`src/design/rmx_pkg.sv`:
```
// shared types and constants for the recursive mutex with waiter queue
// no dependencies
package rmx_pkg;

   localparam int TID_W       = 8;
   localparam int NEST_W      = 8;
   localparam int MAX_THREADS = 256;
   localparam int QUEUE_DEPTH = 16;
   localparam int QPTR_W      = $clog2(QUEUE_DEPTH);
   localparam int QFILL_W     = $clog2(QUEUE_DEPTH + 1);
   localparam int MAX_NEST    = 255;
   localparam int MAP_W       = $clog2(MAX_THREADS);

   typedef enum logic [3:0] {
      ST_GRANTED    = 4'd0,
      ST_NESTED     = 4'd1,
      ST_QUEUED     = 4'd2,
      ST_UNNESTED   = 4'd3,
      ST_FREED      = 4'd4,
      ST_HANDED     = 4'd5,
      ST_NOT_HOLDER = 4'd6,
      ST_FULL       = 4'd7,
      ST_ALREADY    = 4'd8,
      ST_OVERFLOW   = 4'd9
   } status_type;

   typedef enum logic {
      REQ_ACQUIRE = 1'b0,
      REQ_RELEASE = 1'b1
   } req_kind_type;

   // control from the lock logic into the waiter fifo
   typedef struct packed {
      logic             push;
      logic             pop;
      logic [TID_W-1:0] push_tid;
   } qctl_type;

   // status from the waiter fifo back to the lock logic
   typedef struct packed {
      logic             full;
      logic             empty;
      logic [TID_W-1:0] head_tid;
   } qsts_type;

endpackage

```
`src/design/recursive_mutex_with_wait_queue.sv`:
```
// top level of the recursive mutex with fifo of waiters
// depends on rmx_pkg and rmx_wait_queue
//
// one request is taken per clock whenever start is high; busy stays low, so
// requests may be issued back to back. a request is captured in the input
// register at the accepting edge and evaluated against the lock state in the
// following cycle; its response is loaded at the next edge and shown on the
// rsp_ ports with rsp_valid high for exactly one cycle. the lock state (owner,
// depth, waiter fifo) updates at the same edge that loads the response, so
// the next request sees the new state. whether a thread is already waiting
// is found by comparing its id against the occupied fifo slots, which gives
// the same answer as a per-thread waiting map cleared at reset. the
// receiver cannot stall; every response must be taken when shown.
module recursive_mutex_with_wait_queue
   import rmx_pkg::*;
(
   input  logic              clock,
   input  logic              reset,
   input  logic              start,
   output logic              busy,
   input  logic              req_type,
   input  logic [TID_W-1:0]  req_thread_id,
   output logic              rsp_valid,
   output logic [3:0]        rsp_status,
   output logic              rsp_woken_valid,
   output logic [TID_W-1:0]  rsp_woken_thread,
   output logic [TID_W-1:0]  rsp_owner_thread,
   output logic              rsp_owner_valid,
   output logic [NEST_W-1:0] rsp_nest_depth
);

   localparam logic [NEST_W-1:0] NEST_LIMIT = NEST_W'(MAX_NEST);

   // input register
   logic             req_valid_ff;
   req_kind_type     req_kind_ff;
   logic [TID_W-1:0] req_tid_ff;

   // lock state
   logic              held_ff, held_in;
   logic [TID_W-1:0]  owner_ff, owner_in;
   logic [NEST_W-1:0] nest_ff, nest_in;

   // result register
   logic              rsp_valid_ff;
   status_type        status_ff, status_in;
   logic              woken_valid_ff, woken_valid_in;
   logic [TID_W-1:0]  woken_tid_ff, woken_tid_in;
   logic [TID_W-1:0]  owner_out_ff;
   logic              owner_valid_ff;
   logic [NEST_W-1:0] nest_out_ff;

   qctl_type qctl;
   qsts_type qsts;
   // requester already sits in the fifo
   logic     lookup_hit;

   assign busy = 1'b0;

   rmx_wait_queue u_wait_queue (
      .clock      (clock),
      .reset      (reset),
      .qctl       (qctl),
      .qsts       (qsts),
      .lookup_tid (req_tid_ff),
      .lookup_hit (lookup_hit)
   );

   // capture the request
   always_ff @(posedge clock) begin
      if (reset) begin
         req_valid_ff <= 1'b0;
      end else begin
         req_valid_ff <= start && !busy;
      end
   end

   always_ff @(posedge clock) begin
      if (start && !busy) begin
         req_kind_ff <= req_kind_type'(req_type);
         req_tid_ff  <= req_thread_id;
      end
   end

   // single pass decision for the captured request
   always_comb begin
      held_in        = held_ff;
      owner_in       = owner_ff;
      nest_in        = nest_ff;
      status_in      = ST_GRANTED;
      woken_valid_in = 1'b0;
      woken_tid_in   = '0;
      qctl.push      = 1'b0;
      qctl.pop       = 1'b0;
      qctl.push_tid  = req_tid_ff;
      if (req_valid_ff) begin
         case (req_kind_ff)
            REQ_ACQUIRE: begin
               if (!held_ff) begin
                  // free lock: grant at depth one
                  held_in   = 1'b1;
                  owner_in  = req_tid_ff;
                  nest_in   = NEST_W'(1);
                  status_in = ST_GRANTED;
               end else if (owner_ff == req_tid_ff) begin
                  if (nest_ff >= NEST_LIMIT) begin
                     status_in = ST_OVERFLOW;
                  end else begin
                     nest_in   = nest_ff + 1'b1;
                     status_in = ST_NESTED;
                  end
               end else if (lookup_hit) begin
                  status_in = ST_ALREADY;
               end else if (qsts.full) begin
                  status_in = ST_FULL;
               end else begin
                  // contended: join the back of the fifo
                  qctl.push = 1'b1;
                  status_in = ST_QUEUED;
               end
            end
            REQ_RELEASE: begin
               if (!held_ff || (owner_ff != req_tid_ff)) begin
                  status_in = ST_NOT_HOLDER;
               end else if (nest_ff > NEST_W'(1)) begin
                  nest_in   = nest_ff - 1'b1;
                  status_in = ST_UNNESTED;
               end else if (qsts.empty) begin
                  held_in   = 1'b0;
                  owner_in  = '0;
                  nest_in   = '0;
                  status_in = ST_FREED;
               end else begin
                  // last release with waiters: hand the lock to the oldest one
                  qctl.pop       = 1'b1;
                  owner_in       = qsts.head_tid;
                  nest_in        = NEST_W'(1);
                  woken_valid_in = 1'b1;
                  woken_tid_in   = qsts.head_tid;
                  status_in      = ST_HANDED;
               end
            end
            default: begin
               status_in = ST_NOT_HOLDER;
            end
         endcase
      end
   end

   // lock state and response strobe
   always_ff @(posedge clock) begin
      if (reset) begin
         held_ff      <= 1'b0;
         owner_ff     <= '0;
         nest_ff      <= '0;
         rsp_valid_ff <= 1'b0;
      end else begin
         held_ff      <= held_in;
         owner_ff     <= owner_in;
         nest_ff      <= nest_in;
         rsp_valid_ff <= req_valid_ff;
      end
   end

   // response payload
   always_ff @(posedge clock) begin
      if (req_valid_ff) begin
         status_ff      <= status_in;
         woken_valid_ff <= woken_valid_in;
         woken_tid_ff   <= woken_tid_in;
         owner_valid_ff <= held_in;
         owner_out_ff   <= held_in ? owner_in : '0;
         nest_out_ff    <= held_in ? nest_in : '0;
      end
   end

   assign rsp_valid        = rsp_valid_ff;
   assign rsp_status       = status_ff;
   assign rsp_woken_valid  = woken_valid_ff;
   assign rsp_woken_thread = woken_tid_ff;
   assign rsp_owner_thread = owner_out_ff;
   assign rsp_owner_valid  = owner_valid_ff;
   assign rsp_nest_depth   = nest_out_ff;

endmodule

```
`src/design/rmx_wait_queue.sv`:
```
// fifo of waiting thread ids, head read combinationally from flops
// depends on rmx_pkg
module rmx_wait_queue
   import rmx_pkg::*;
(
   input  logic             clock,
   input  logic             reset,
   input  qctl_type         qctl,
   output qsts_type         qsts,
   input  logic [TID_W-1:0] lookup_tid,
   output logic             lookup_hit
);

   logic [TID_W-1:0]       slot_ff [QUEUE_DEPTH];
   logic [QPTR_W-1:0]      head_ff, head_in;
   logic [QPTR_W-1:0]      tail_ff, tail_in;
   logic [QFILL_W-1:0]     fill_ff, fill_in;
   // one bit per slot: set while the slot holds a waiter
   logic [QUEUE_DEPTH-1:0] occ_ff, occ_in;

   localparam logic [QPTR_W-1:0]  LAST_PTR  = QPTR_W'(QUEUE_DEPTH - 1);
   localparam logic [QFILL_W-1:0] FULL_FILL = QFILL_W'(QUEUE_DEPTH);

   always_comb begin
      head_in = head_ff;
      tail_in = tail_ff;
      fill_in = fill_ff;
      occ_in  = occ_ff;
      if (qctl.push) begin
         tail_in         = (tail_ff == LAST_PTR) ? '0 : tail_ff + 1'b1;
         occ_in[tail_ff] = 1'b1;
      end
      if (qctl.pop) begin
         head_in         = (head_ff == LAST_PTR) ? '0 : head_ff + 1'b1;
         occ_in[head_ff] = 1'b0;
      end
      if (qctl.push && !qctl.pop) begin
         fill_in = fill_ff + 1'b1;
      end else if (qctl.pop && !qctl.push) begin
         fill_in = fill_ff - 1'b1;
      end
   end

   always_ff @(posedge clock) begin
      if (reset) begin
         head_ff <= '0;
         tail_ff <= '0;
         fill_ff <= '0;
         occ_ff  <= '0;
      end else begin
         head_ff <= head_in;
         tail_ff <= tail_in;
         fill_ff <= fill_in;
         occ_ff  <= occ_in;
      end
   end

   // storage, no reset: entries are only read after being written
   always_ff @(posedge clock) begin
      if (qctl.push) begin
         slot_ff[tail_ff] <= qctl.push_tid;
      end
   end

   // is this id already waiting: compare against every occupied slot,
   // ids folded to the thread count so aliased ids match
   always_comb begin
      lookup_hit = 1'b0;
      for (int i = 0; i < QUEUE_DEPTH; i++) begin
         if (occ_ff[i] && (MAP_W'(slot_ff[i]) == MAP_W'(lookup_tid))) begin
            lookup_hit = 1'b1;
         end
      end
   end

   assign qsts.full     = (fill_ff >= FULL_FILL);
   assign qsts.empty    = (fill_ff == '0);
   assign qsts.head_tid = slot_ff[head_ff];

endmodule
```
`config.mk`:
```
export PLATFORM = sky130hd
export DESIGN_NAME = recursive_mutex_with_wait_queue
export DESIGN_NICKNAME = d
export VERILOG_FILES = /design/src/design/rmx_pkg.sv /design/src/design/recursive_mutex_with_wait_queue.sv /design/src/design/rmx_wait_queue.sv
export SDC_FILE = /design/constraint.sdc
export NUM_CORES = 1
export LEC_CHECK = 0
export BUFFER_PORTS_ARGS = -buffer_cell sky130_fd_sc_hd__buf_2
export CAP_MARGIN = 20
export CORE_AREA = 2 2 159 161
export DETAILED_ROUTE_END_ITERATION = 12
export DIE_AREA = 0 0 161 163
export GPL_TIMING_DRIVEN = 0
export PLACE_DENSITY = 0.58
export SLEW_MARGIN = 5
export SYNTH_ARGS = -nofsm -noshare
export SYNTH_HDL_FRONTEND = slang
export SYNTH_HIERARCHICAL = 1
export SYNTH_SLANG_ARGS = --single-unit
```
`constraint.sdc`:
```
create_clock -name clock -period 4.7 [get_ports clock]
set_input_delay 1.41 -clock clock [delete_from_list [all_inputs] [get_ports clock]]
set_output_delay 1.41 -clock clock [all_outputs]
set_load 0.02 [all_outputs]
```
======== After elaboration in Yosys (flattened, before gate mapping) ========
Memory sizes are Yosys's and may differ from the RTL's. A register that Yosys moved wholly into a read port is not among the register bits.
Cells that the tools add are included.
word-level totals
  ROM bits ................................ 0
  RAM bits ................................ 128
  register bits ........................... 87
  output and inout bits ................... 32
  word-level logic and storage cells ...... 150
  bits in latches ......................... 0
  memories ................................ 1
memory list
  name                  depth  width  rd ports  clocked after Yosys merged registers in  write ports  RTL line              source
  u_wait_queue.slot_ff  16     8      17        1                                        1            rmx_wait_queue.sv:14  logic [TID_W-1:0] slot_ff [QUEUE_DEPTH];
operators by class
  $add $sub $neg .......................... 6
  multiply operators ...................... 0
  order comparisons ....................... 7
  shift-type cells ........................ 0
  equality and inequality tests ........... 20
  div/mod/pow operators ................... 0
  bitwise logic cells ..................... 4
  reductions and logical operators ........ 27
  mux-type cells .......................... 68
operator list
  cell                                                 count
  equality test 8 bit                                  17
  two-way mux 8 bit                                    11
  two-way mux 1 bit                                    35
  two-way mux 16 bit                                   2
  two-way mux 4 bit                                    8
  one-hot mux 8 bit (2 select lines)                   2
  logical AND 1 bit                                    20
  bitwise AND 16 bit                                   1
  NOT 16 bit                                           1
  bitwise OR 16 bit                                    1
  < comparator 4 x 5 -> 1 bit, second input constant   2
  two-way mux 5 bit                                    2
  two-way mux 3 bit                                    3
  adder 4 x 1 -> 4 bit, second input constant          2
  adder 8 x 1 -> 8 bit, second input constant          1
  demux 1 bit (select 4 bit)                           2
  equality test 4 bit, second input constant           2
  >= comparator 4 x 1 -> 1 bit, second input constant  2
  >= comparator 8 bit, second input constant           1
  > comparator 8 x 1 -> 1 bit, second input constant   1
  inequality test 8 bit                                1
  one-hot mux 4 bit (2 select lines)                   1
  subtractor 8 x 1 -> 8 bit, second input constant     1
  adder 5 x 1 -> 5 bit, second input constant          1
  other kinds (10)                                     12

======== Longest topological paths before layout ========
An unclocked memory read counts as a cell.
  depth after elaboration ................. 28
  mapped depth ............................ 18

======== By module ========
Netlist, hierarchy kept.
modules (own cells, without submodules)
  module                           sequential area each (µm²)  area each (µm²)  cells an instance  times used
  rmx_wait_queue                   4504.3                      7948.9           538                1
  recursive_mutex_with_wait_queue  1551.5                      2944.1           286                1

======== Least setup slack after synthesis ========
Ideal clock, no wire load.
  kind .................................... register to register
  from .................................... reg req_tid_ff[1]
  to ...................................... reg u_wait_queue.fill_ff[4]
  stages on the path, launching flop included .. 18
  data required time ...................... 4630 ps
  clock period less this slack ............ 3775 ps
  setup time .............................. 70 ps
  setup slack ............................. 925 ps
  arrival time ............................ 3704 ps
  path buffers ............................ 2
  cells stage by stage .................... edfxtp_1 -> buf_2 -> buf_2 -> xor2_1 -> nor4_1 -> nand4_1 -> o41ai_1 -> nor4_1 -> nand3_1 -> nor4_1 -> ha_1 -> inv_1 -> fa_1 -> a21o_1 -> a21oi_1 -> xnor2_1 -> or3_1 -> a21oi_1
RTL lines
  item                      RTL line                               source
  start: declaration        recursive_mutex_with_wait_queue.sv:37  logic [TID_W-1:0] req_tid_ff;
  start signal: assignment  recursive_mutex_with_wait_queue.sv:81  req_tid_ff <= req_thread_id;
  end signal: assignment    rmx_wait_queue.sv:53                   fill_ff <= fill_in;
  end: declaration          rmx_wait_queue.sv:17                   logic [QFILL_W-1:0] fill_ff, fill_in;

==> results.md <==
* Fmax at 223 MHz
* Yosys synthesis warning count at 6
* DR vias at 7511
* Slew headroom at 46.1%
* Final HPWL DP at 21000 µm
* Post-synth top area cell: edfxtp_1
* Share of cells above drive strength 1 at 15.5%
* Crit Path Class: flop to flop
* CTS tree: yes
* Most frequent cell after synthesis: edfxtp_1
* Post-synth top area share at 46.0%
* CTS Root Cell: clkbuf_16
* Setup crit start: req_tid_ff[0]
* Area contributors post-synth: edfxtp_1 (46%), dfxtp_1 (9.6%), xor2_1 (8.8%)
* Final core occ at 50.1%
* Crit path buf inv count at 3
* Core ar. at 24700 µm²
* Asr flop ratio synth at 0%
* CP Max Fanout at 10
* Final hold viol count at 0
* VDD IR max at 0.385 mV
* Worst reg-to-reg path cell count at 17
* Final Max Slew Viols at 0
* Vias per cell at 6.00
* Residual DRC at 0
* Antenna violation net count after detailed routing at 0
* WP data required at 5.15 ns
* CP max-delay cell: edfxtp_1
* Worst skew pair latency at 0.55 ns
* Final setup violation count at 0
* Post-synth EDFFs at 167
* Clock Pin Slew Worst Setup and Hold Paths at 0.06 ns
* Antenna violations before repair at 3
* Critical Path End Type: flop
* Largest stage delay on the critical path at 0.48 ns
* Top cell family by delay on the critical path: simple AND/OR/NAND/NOR gates
* Clock sinks at 219
* P&R area growth vs syn at 13.6%
* Cells after synthesis at 824
* Maximum root-to-sink buffer count at 3
* H-tree depth at 1
* GRT overflow at 0
* Post-synth top flop: edfxtp_1
* Mapped Area at 10900 µm²
* Std cell rows at 58
* Syn Area/Cell at 13.2 µm²
* Die height at 163 µm
* Final Skew at 0.0319 ns
* DR WL/cell at 24.4 µm
* Vias in the first global route at 7126
* GRT Total Usage at 23.4%
* Register bit count reported by yosys at 219
* Initial Util at 44.1%
* Hold depth at 2
* 1st-iter DRT viols at 945
* Total die area at 26200 µm²
* DRT Wirelength at 30600 µm
* Static Leak at 4.16 nW
* Sum Neg Setup Slack at 0 ns
* Synth cell types at 60
* Post-route minimum period at 4.49 ns
* Largest net degree at the start of global routing at 19
* R2R setup slack at 0.21 ns
* Status: completed
* Drt pass-1 iters at 5
* Crit path DAT at 4.93 ns
* Total Nets Final at 929
* Fin crit share at 95.4%
* Worst slew pin tran at 0.807 ns
* Startpoint Class: flop
* Fillcell total at 2189
* Max Cap Viol at 0
* Register area at 6060 µm²
* Synth top cells by count: edfxtp_1 (167), xor2_1 (110), dfxtp_1 (52), nor2_1 (49)
* I/O Buffers at 41
* RSZ-0062 raised after global routing: false
* CTS Buf Count at 25
* Sequential area share after synthesis at 55.6%
* Hold EP: u_wait_queue/fill_ff[4]
* Cell Chain, Critical Path: buf_4 -> buf_2 -> xor2_1 -> nor4_1 -> nand3_1 -> o21ai_0 -> nor4_1 -> nand3_1 -> nor4_2 -> ha_1 -> inv_1 -> fa_1 -> a21o_1 -> a21oi_1 -> xnor2_1 -> or3_1 -> a21oi_1
* Pwr Density at 340 nW/µm²
* Hold Path Origin: u_wait_queue/fill_ff[4]
* Routability cong. at 0.886
* Area of the multi-input gates at 4510 µm²
* Worst R2R End: u_wait_queue/fill_ff[4]
* Die X at 161 µm
* First-pass GRT wire length at 45300 µm
* I/O pins at 44
* Worst reg2reg startpoint: req_tid_ff[0]
* Post-Syn Nets at 852
* Hold WC Path Type: flop to flop
cells by family after synthesis:
family	after synthesis	synth area share (%)
XOR/XNOR	143	11.5
AO/OA/AOI/OAI	111	7.12
buffers and inverters	67	3.17
AND/OR/NAND/NOR	222	11.0
other	1	0.0344
flip-flops	219	55.6
multiplexers	45	9.69
adder cells (fa/ha/maj)	16	1.91
cells in the final DEF (no fill, tap or decap), types with 6 or more instances in the layout:
cell type,Yosys,final
buf_1,6,6
buf_2,12,51
nand3_1,28,28
inv_1,14,14
mux4_2,12,12
nor4_1,33,31
mux4_1,28,28
o211ai_1,11,11
nor2_1,49,49
a31oi_1,33,33
xnor2_1,33,33
clkbuf_16,0,25
clkinv_2,0,8
and2_1,28,21
a311oi_1,17,17
ha_1,15,15
nand2_1,27,27
buf_4,6,14
edfxtp_1,167,167
nand4_1,17,17
xor2_1,110,110
dfxtp_1,52,52
buf_6,6,6
a21oi_1,19,19
and2_2,0,7
clkbuf_1,21,24
o21ai_0,9,9
nor3_1,10,10
worst max path at each step:
stage	to	slack (ns)	depth (start not counted)
after CTS	u_wait_queue/occ_ff[0]	0.03	14
after global routing	u_wait_queue/fill_ff[4]	0.009	17
after floorplan	u_wait_queue/fill_ff[4]	0.93	17
final	u_wait_queue/fill_ff[4]	0.21	17
after global placement	u_wait_queue/occ_ff[3]	-0.55	14
after detailed placement	u_wait_queue/occ_ff[3]	-0.57	14
registers in the layout, summed over array words and instances (netlist names), 4 cells and up, named ones only:
name and flops:
u_wait_queue/fill_ff 5, rsp_nest_depth 8, nest_ff 8, req_tid_ff 8
u_wait_queue/slot_ff 128, rsp_owner_thread 8, owner_ff 8, u_wait_queue/head_ff 4
rsp_woken_thread 8, u_wait_queue/tail_ff 4, rsp_status 4, u_wait_queue/occ_ff 16
layer usage:
layer	wire (µm)	part of all wire, %	up-vias	global-route usage, %
li1	-	-	3321	-
met1	13200	43	3782	32.8
met2	13800	45	344	36.8
met3	2590	8.5	60	5.27
met4	933	3.1	4	6.45
met5	23	0.075	-	0
worst min-delay path, stage by stage (launching register included):
cell and delay [ns]:
dfxtp_1 0.33, o21ai_0 0.08, a21oi_1 0.06
area by class of cell:
type | instances | share of cell area [%]
clock inverters | 18 | 0.880
flip-flops and latches | 219 | 48.9
diodes | 1 | 0.0202
clock buffers | 28 | 5.15
well taps | 330 | 3.34
inverters | 15 | 0.455
repair buffers | 50 | 2.37
multi-input cells | 538 | 36.5
plain buffers | 52 | 2.38
power breakdown:
part           switching (mW)  internal, mW  total (mW)
Clock                   0.796         0.983        1.78
Sequential             0.0187          2.11        2.13
Combinational           0.207        0.0943       0.301
Total                    1.02          3.19        4.21
repair_timing:
action | in CTS | in global routing
pin swaps | 0 | 1
buffers inserted | 8 | 0
setup endpoints to repair | 148 | 72
resized for setup | 1 | 10
gates cloned | 0 | 0
hold buffers | 0 | 0
stage by stage:
stage	hold slack [ns]	instance area, µm²	power, mW	std cells	worst slack, ns
2_1_floorplan	0.465	10900	2.35	824	0.925
3_3_place_gp	0.493	11500	2.45	1195	-0.550
3_5_place_dp	0.503	11500	2.46	1196	-0.573
4_1_cts	0.514	12300	4.24	1250	0.0299
5_1_grt	0.529	12400	4.36	1250	0.00924
6_report	0.512	12400	4.21	1251	0.215
(Power assumes the default switching activity.)
